`src/hw/rtl/lct_pkg.sv`:
```
// ---------------------------------------------------------------------------
// lct_pkg: shared definitions for the torus cluster search
// Grid geometry, counter widths, register indexes, cell and queue entry types.
// ---------------------------------------------------------------------------
package lct_pkg;

	localparam int MAX_SIDE   = 64;
	localparam int CELLS      = MAX_SIDE * MAX_SIDE;
	localparam int COORD_W    = $clog2(MAX_SIDE);
	localparam int IDX_W      = $clog2(CELLS);
	localparam int CNT_W      = $clog2(CELLS + 1);
	localparam int SEFF_W     = $clog2(MAX_SIDE + 1);
	localparam int SIDE_W     = 7;
	localparam int SIZE_W     = 13;
	localparam int SIZE_LIMIT = 8191;
	localparam int CFG_W      = 7;
	localparam int REG_IDX_W  = 1;

	localparam logic [REG_IDX_W-1:0] REG_GRID_SIDE   = REG_IDX_W'(0);
	localparam logic [REG_IDX_W-1:0] REG_TARGET_SPIN = REG_IDX_W'(1);

	typedef logic [SEFF_W-1:0] side_t;
	typedef logic [CNT_W-1:0]  count_t;
	typedef logic [IDX_W-1:0]  idx_t;

	typedef enum logic [1:0] {
		DIR_LEFT,
		DIR_RIGHT,
		DIR_UP,
		DIR_DOWN
	} dir_t;

	typedef struct packed {
		logic [COORD_W-1:0] row;
		logic [COORD_W-1:0] col;
	} coord_t;

	typedef struct packed {
		logic visited;
		logic spin;
	} cell_t;

	// zero counts as one, anything above the array size saturates
	function automatic side_t side_in_force(input logic [SIDE_W-1:0] s);
		if (s == '0) begin
			return SEFF_W'(1);
		end
		if (int'(s) > MAX_SIDE) begin
			return SEFF_W'(MAX_SIDE);
		end
		return SEFF_W'(s);
	endfunction

	function automatic count_t cell_count(input side_t s);
		return CNT_W'(s) * CNT_W'(s);
	endfunction

endpackage

```
`src/hw/rtl/lct_nbr.sv`:
```
// ---------------------------------------------------------------------------
// lct_nbr: neighbour address unit
// Steps one cell in a given direction with wrap at every edge and forms
// the row-major index of the neighbour.
// ---------------------------------------------------------------------------
module lct_nbr (
	input  lct_pkg::coord_t cur,
	input  lct_pkg::dir_t   dir,
	input  lct_pkg::side_t  side,
	output lct_pkg::coord_t nbr,
	output lct_pkg::idx_t   idx
);
	import lct_pkg::*;

	logic [COORD_W-1:0] last;

	assign last = COORD_W'(side - SEFF_W'(1));

	always_comb begin
		nbr = cur;
		case (dir)
			DIR_LEFT: begin
				nbr.col = (cur.col == '0) ? last : cur.col - COORD_W'(1);
			end
			DIR_RIGHT: begin
				nbr.col = (cur.col == last) ? '0 : cur.col + COORD_W'(1);
			end
			DIR_UP: begin
				nbr.row = (cur.row == '0) ? last : cur.row - COORD_W'(1);
			end
			DIR_DOWN: begin
				nbr.row = (cur.row == last) ? '0 : cur.row + COORD_W'(1);
			end
			default: begin
				nbr = cur;
			end
		endcase
	end

	assign idx = IDX_W'(CNT_W'(nbr.row) * CNT_W'(side) + CNT_W'(nbr.col));

endmodule

```
`config.mk`:
```
export PLATFORM = sky130hd
export DESIGN_NAME = lct_nbr
export DESIGN_NICKNAME = d
export VERILOG_FILES = /design/src/hw/rtl/lct_pkg.sv /design/src/hw/rtl/lct_nbr.sv
export SDC_FILE = /design/constraint.sdc
export NUM_CORES = 1
export LEC_CHECK = 0
export ABC_AREA = 0
export BUFFER_PORTS_ARGS = -buffer_cell sky130_fd_sc_hd__clkbuf_2
export CORE_MARGIN = 4
export CORE_UTILIZATION = 50
export DETAILED_ROUTE_END_ITERATION = 10
export PLACE_DENSITY = 0.79
export SLEW_MARGIN = 40
export SYNTH_ARGS = -nofsm -noshare
export SYNTH_HDL_FRONTEND = slang
export SYNTH_SLANG_ARGS = --single-unit
export TNS_END_PERCENT = 30
```
`constraint.sdc`:
```
create_clock -name vclk -period 12.51
set_clock_uncertainty 0.15 [all_clocks]
set_input_delay 2.502 -clock vclk [all_inputs]
set_output_delay 2.502 -clock vclk [all_outputs]
set_load 0.01 [all_outputs]
```
Word level (Yosys, flattened, before mapping). Cells that the tools add are included.

Register bits after elaboration: 0. Output and inout bits: 24. Word-level logic and storage cells: 21.

Add/sub/neg operators: 6. Multiply operators: 1. Equal/unequal tests: 5. Multiplexer cells: 6. Reduce and logical (&&, ||, !) cells: 3.

Operators by type and width (count): $mux 6 (4); $pmux 6 s2 (2); $sub 6x1->6 const B (3); $add 12x6->12 (1); $add 6x1->6 const B (2); $eq 6x6->1 (2); $logic_not 6->1 (2); $mul 6x7->12 (1); $eq 2x2->1 const B (2); $eq 2x1->1 const B (1); $logic_not 2->1 (1).

Logic depth before layout (Yosys ltp). Gate-level depths: netlist of the first run.

Word-level depth: 6. Mapped depth: 24.

Least setup slack after synthesis of the first run. Ideal clock, no wire load.

Path type: input to output. Start point: input cur[6] (netlist bit). End point: output idx[11]. Arrival: 7.834 ns. Data required time: 9.858 ns. Path slack: 2.024 ns. Cell stages on the path: 20. Cells stage by stage: clkbuf_1 -> inv_1 -> ha_1 -> nand2b_1 -> nor4_1 -> o32ai_1 -> a221oi_2 -> nand2_1 -> fa_1 -> fa_1 -> inv_1 -> fa_1 -> fa_1 -> ha_1 -> a21oi_1 -> nor2b_1 -> nor3_1 -> o31ai_1 -> xnor2_1 -> xnor2_1.

RTL lines: from (decl) (RTL line lct_nbr.sv:7) `input lct_pkg::coord_t cur,`; to (decl) (RTL line lct_nbr.sv:11) `output lct_pkg::idx_t idx`.

Final worst setup path of the first run.
Start point: input side[0]. End point: output idx[11].

Longest elaborated chain between the ends: 6. Elaborated cells on any way between the ends: 11. Those cells by class: add/sub (2); mul (1); eq/ne (2); mux (6).

Ends and longest elaborated chain: from (decl) (RTL line lct_nbr.sv:9) `input lct_pkg::side_t side,`; $sub 6x1->6 (RTL line lct_nbr.sv:17) `assign last = COORD_W'(side - SEFF_W'(1));`; $eq 6x6->1 (RTL line lct_nbr.sv:32) `nbr.row = (cur.row == last) ? '0 : cur.row + COORD_W'(1);`; $mux 6 (RTL line lct_nbr.sv:32); $pmux 6 s2 (RTL line lct_nbr.sv:21) `case (dir)`; $mul 6x7->12 (RTL line lct_nbr.sv:40) `assign idx = IDX_W'(CNT_W'(nbr.row) * CNT_W'(side) + CNT_W'(nbr.col));`; $add 12x6->12 * (RTL line lct_nbr.sv:40).

Every way passes the cells marked *; elsewhere a longest branch is shown, timed or not.

==> flow_metrics.py, run 1 <==
metrics = {
    "timing": {
        "max_freq_mhz": 89.31,
        "setup_viol": 0,
        "rsz0062_at_grt": "no",
        "timing.final.crit_share_pct": 89.50,
        "finalHoldViolations": 0,
        "relSlewSlack_pct": 43.96,
        "setup_tns_ns": 0,
        "min_period_ns": 11.20,
        "slew_viol_final": 0,
        "tightest_slew_ns": 0.8406,
    },
    "floorplanning": {
        "rows": 26,
        "ios": 45,
        "die_area_um2": 6546,
        "coreArea_um2": 5140,
        "start_util_pct": 51.70,
        "die_h_um": 80.91,
        "dieWidth_um": 80.91,
    },
    "detailed_routing": {
        "drc": 0,
        "postRouteAntennaNets": 0,
        "finalWirelength_um": 6552,
        "first_pass_iters": 4,
        "drt-initial-drc-count": 119,
        "vias_per_cell": 5.758,
        "vias": 2551,
        "routedWlPerCell_um": 14.79,
    },
    "global_route": {
        "grt_usage_pct": 20.57,
        "grt_pass1_vias": 2434,
        "grt_max_degree": 24,
        "grt_first_pass_wirelength_um": 11100,
        "overflow": 0,
        "grt_antenna_before_repair": 0,
    },
    "power_and_ir_drop": {
        "power.total_w": 0.0003935,
        "vdd_drop_max_uv": 187.3,
        "p_leak_nw": 1.407,
        "power_density_nw_per_um2": 136.1,
    },
    "critical_path": {
        "cp.buffers_inverters": 4,
        "worstPathArrival_ns": 8.54,
        "cp-startpoint": "side[0]",
        "critPathRequiredTime_ns": 9.86,
        "crit_family": "adder cells",
        "cp-start-kind": "primary input",
        "cp_cell_sequence": "clkbuf_2 > inv_1 > ha_1 > nor3b_1 > xnor2_1 > nand2_1 > o21ai_1 > a221oi_2 > nand2_1 > fa_1 > fa_1 > inv_1 > fa_1 > fa_1 > ha_1 > a21oi_1 > nor2b_1 > nor3_1 > o31ai_1 > xnor2_1 > xnor2_1 > clkbuf_2",
        "max_stage_delay_ns": 0.73,
        "end_kind": "primary output",
        "cpMostUsedCell": "fa_1",
        "crit_end": "idx[11]",
        "cp_max_fo": 12,
        "path_class": "in -> out",
        "cpMaxStageDelayCell": "a221oi_2",
        "path_depth": 22,
    },
    "final_layout": {
        "seq_cells": 0,
        "design_area_um2": 2890,
        "regArea_um2": 0,
        "nClkBuffers": 0,
        "drive_above_1_share_pct": 16.89,
        "areaGrowthSynthToFinish_pct": 8.757,
        "antenna_cells": 0,
        "nNetsFinal": 456,
    },
    "yosys": {
        "netlist.top_cell.by_area": "ha_1",
        "synth_area_um2": 2658,
        "ys_seq_area_share_pct": 0,
        "synthTopCellsByArea": "ha_1 17%, fa_1 17%, inv_1 5.9%",
        "synth_cell_types": 60,
        "yosysMostFrequentCell": "inv_1",
        "synth_area_per_cell_um2": 7.637,
        "synth_fp_nets": 429,
        "yosys-top-cells-count": "42 x inv_1, 37 x ha_1, 37 x nand2_1",
        "syn_inst": 348,
        "ys_warn_count": 0,
        "yosysTopAreaCellShare_pct": 17.42,
    },
    "place": {
        "placed_cell_area_um2": 2890,
        "hpwl_um": 5350,
        "portBuffers": 45,
        "place.gp.congestion": 0.9006,
    },
    "run_status": {
        "status": "finished clean",
    },
    "cts": {
        "postCtsSetupBuffers": 0,
        "cts_resized": 0,
        "hold_buffers": 0,
    },
    "job": {
        "drv_cap": 0,
    },
    "hold_path": {
        "hp-class": "in -> out",
    },
}
## worst min path at each step
stage	from	to	slack, ns	cells past startpoint
after global routing	side[6]	idx[11]	5.36	5
after global placement	cur[1]	nbr[1]	5.33	4
after floorplan	cur[5]	nbr[5]	5.03	1
after CTS	cur[1]	nbr[1]	5.33	4
after detailed placement	cur[1]	nbr[1]	5.33	4
final	cur[1]	nbr[1]	5.33	4
## cell type report
cell class                 count  area (um2)
fill                         504        2250
inverter                      44       165.2
multi-input combinational    284        2412
tap                           70       87.58
timing repair buffer          45       225.2
## cell families (layout without fill, tap and decap cells)
logic type,after synthesis,after routing,share of synthesized area (%)
muxes,5,5,2.024
xor gates and xnor gates,30,30,10.45
adders and majority gates,60,60,34.75
buffers and inverters,64,89,9.463
and+or+nand+nor,119,119,22.74
AOI/OAI and AO/OA,70,70,20.57
## report_power, final
group	internal [W]	switching (W)
clock	0	0
sequential	0	0
combinational	0.000174	0.000219
total	0.000174	0.000219
## tightest hold or removal path, stage by stage
cell and delay [ns]:
clkbuf_2 0.14, inv_1 0.11, a21oi_1 0.09, clkbuf_2 0.13
## stage by stage
stage               std cells  hold slack [ns]  setup slack, ns  util, %
floorplan                 348            5.033            2.024        -
global placement          443            5.328            1.173    56.11
detailed placement        443            5.331            1.349    56.23
CTS                       443            5.335            1.341    56.23
global route              443            5.359           0.9601    56.23
finish                    443            5.330            1.313    56.23
## layout by cell type (no fill, tap or decap), drive strengths merged, types with 4 or more instances in the layout
| cell type | instances |
|---|---|
| clkbuf | 45 |
| inv | 42 |
| nand2 | 37 |
| ha | 37 |
| fa | 23 |
| nor2 | 20 |
| and2 | 19 |
| xnor2 | 17 |
| a21oi | 16 |
| xor2 | 12 |
| o21ai | 9 |
| nand3 | 7 |
| nor2b | 5 |
| nor3 | 5 |
| nor4 | 5 |
| a22oi | 4 |
| or3 | 4 |
| a311oi | 4 |
| a31oi | 4 |
| o211ai | 4 |
## layer usage
layer  wire length [um]  global-route usage [%]  vias to the layer above
li1                   -                       -                     1254
met1               2796                   27.73                     1216
met2               3364                   37.52                       79
met3                356                  0.5543                        2
met4                 35                   2.534                        0
met5                  0                       0                        -
Note: power is estimated with default switching activity, not from simulation.
==> run 2: changes to the inputs <==
--- a/config.mk
+++ b/config.mk
@@ -7,10 +7,12 @@
 export LEC_CHECK = 0
 export ABC_AREA = 0
 export BUFFER_PORTS_ARGS = -buffer_cell sky130_fd_sc_hd__clkbuf_2
+export CELL_PAD_IN_SITES_DETAIL_PLACEMENT = 0
+export CELL_PAD_IN_SITES_GLOBAL_PLACEMENT = 1
 export CORE_MARGIN = 4
-export CORE_UTILIZATION = 50
+export CORE_UTILIZATION = 40
 export DETAILED_ROUTE_END_ITERATION = 10
-export PLACE_DENSITY = 0.79
+export PLACE_DENSITY = 0.85
 export SLEW_MARGIN = 40
 export SYNTH_ARGS = -nofsm -noshare
 export SYNTH_HDL_FRONTEND = slang
==> constraint.sdc (replaced) <==
create_clock -name vclk -period 10.36
set_clock_uncertainty 0.15 [all_clocks]
set_input_delay 2.072 -clock vclk [all_inputs]
set_output_delay 2.072 -clock vclk [all_outputs]
set_load 0.01 [all_outputs]
==> flow_metrics.py, run 2 (synthesis results as in run 1) <==
metrics = {
    "run_status": {
        "status": "finished clean",
    },
    "critical_path": {
        "cpMostUsedCell": "fa_1",
        "crit_family": "adder cells",
        "cp.buffers_inverters": 4,
        "cpMaxStageDelayCell": "or4_1",
        "cp_max_fo": 9,
        "end_kind": "primary output",
        "critPathRequiredTime_ns": 8.14,
        "worstPathArrival_ns": 7.79,
        "path_class": "in -> out",
        "cp-start-kind": "primary input",
        "cp_cell_sequence": "clkbuf_2 > or4_1 > o22ai_2 > or4b_4 > o31ai_2 > a21oi_2 > and2_1 > fa_1 > fa_1 > inv_1 > fa_1 > inv_1 > ha_1 > ha_1 > or3_1 > nor3_1 > o31ai_1 > xnor2_1 > xnor2_1 > clkbuf_2",
        "max_stage_delay_ns": 0.65,
    },
    "power_and_ir_drop": {
        "vdd_drop_max_uv": 232.8,
        "p_int_w": 0.0002141,
        "p_leak_nw": 1.470,
        "pwr-share-seq_pct": 0,
        "clkPwrFrac_pct": 0,
        "power.total_w": 0.0004848,
        "swShare_pct": 55.85,
        "power_density_nw_per_um2": 161.3,
        "p_switching_w": 0.0002707,
        "pwr-share-comb_pct": 100.0,
    },
    "detailed_routing": {
        "vias": 2592,
        "vias_per_cell": 5.610,
        "routedWlPerCell_um": 14.85,
        "finalWirelength_um": 6863,
        "drt-initial-drc-count": 107,
        "drc": 0,
        "first_pass_iters": 4,
        "postRouteAntennaNets": 0,
    },
    "global_route": {
        "grt_usage_pct": 17.35,
        "grt_first_pass_wirelength_um": 11340,
        "grt_antenna_before_repair": 0,
        "grt_max_degree": 23,
        "overflow": 0,
        "grt_pass1_vias": 2454,
    },
    "final_layout": {
        "drive_above_1_share_pct": 19.74,
        "design_area_um2": 3005,
        "final_cell_mix": "45 x clkbuf_2, 42 x inv_1, 37 x nand2_1, 37 x ha_1, 23 x fa_1",
        "nClkBuffers": 0,
        "nNetsFinal": 468,
        "multi_input_area_um2": 2429,
        "antenna_cells": 0,
        "regArea_um2": 0,
        "layout_commonest_cell": "clkbuf_2",
        "fillCellCount": 645,
        "seq_cells": 0,
        "areaGrowthSynthToFinish_pct": 13.09,
    },
    "floorplanning": {
        "ios": 45,
        "die_h_um": 89.51,
        "coreArea_um2": 6386,
        "die_area_um2": 8012,
        "rows": 29,
        "start_util_pct": 41.61,
        "dieWidth_um": 89.51,
    },
    "hold_path": {
        "hp-class": "in -> out",
        "worstHoldStart": "cur[1]",
        "hold_path_end": "nbr[1]",
        "hold-path-cell-count": 4,
    },
    "cts": {
        "hold_buffers": 0,
        "cts_resized": 0,
        "postCtsSetupBuffers": 0,
    },
    "timing": {
        "min_period_ns": 10.01,
        "timing.final.crit_share_pct": 96.62,
        "hold_slack_ns": 4.469,
        "tightest_slew_ns": 0.6608,
        "slew_viol_final": 0,
        "setup_viol": 0,
        "finalHoldViolations": 0,
        "relSlewSlack_pct": 55.39,
        "max_freq_mhz": 99.91,
    },
    "place": {
        "hpwl_um": 5664,
        "place.gp.congestion": 0.8681,
        "placed_cell_area_um2": 2983,
        "portBuffers": 45,
    },
    "job": {
        "drv_cap": 0,
    },
}
-- run 2: worst min-delay path, delay by kind of cell --
| kind | cells | cell delay, ns |
|---|---|---|
| buffers and inverters | 3 | 0.38 |
| AOI/OAI and AO/OA | 1 | 0.10 |
-- run 2: metal layers --
metal  wire length [um]  track usage [%]
met4                 89            2.300
met2               3411            30.61
met5                  0                0
met3                300           0.3687
met1               3062            24.24
-- run 2: how the worst max path moves through the flow --
stage,start,end,slack (ns),cells after the start
6_report,side[0],idx[11],0.35,20
5_1_grt,side[0],idx[11],-0.02,23
4_1_cts,side[1],idx[11],0.20,22
3_5_place_dp,side[0],idx[11],0.23,22
3_3_place_gp,side[0],idx[11],0.36,20
2_1_floorplan,cur[6],idx[11],0.73,20
-- run 2: cell type report --
class / instances / area share [%]
Inverter: 44 / 5.495
Multi-Input combinational cell: 284 / 80.81
Tap cell: 77 / 3.206
Timing Repair Buffer: 57 / 10.49
-- run 2: power groups by stage --
stage / combinational (W) / clock, W / sequential [W]
floorplan: 0.000345 / 0 / 0
global placement: 0.000483 / 0 / 0
detailed placement: 0.000488 / 0 / 0
CTS: 0.000492 / 0 / 0
global route: 0.000545 / 0 / 0
finish: 0.000485 / 0 / 0
-- run 2: metrics by stage --
step	setup TNS, ns	setup slack (ns)	utilization (%)	instances
after global routing	-0.02165	-0.02165	47.06	462
final	0	0.3506	47.06	462
after CTS	0	0.1958	46.71	462
after floorplan	0	0.7341	-	348
after global placement	0	0.3551	46.71	462
after detailed placement	0	0.2285	46.71	462
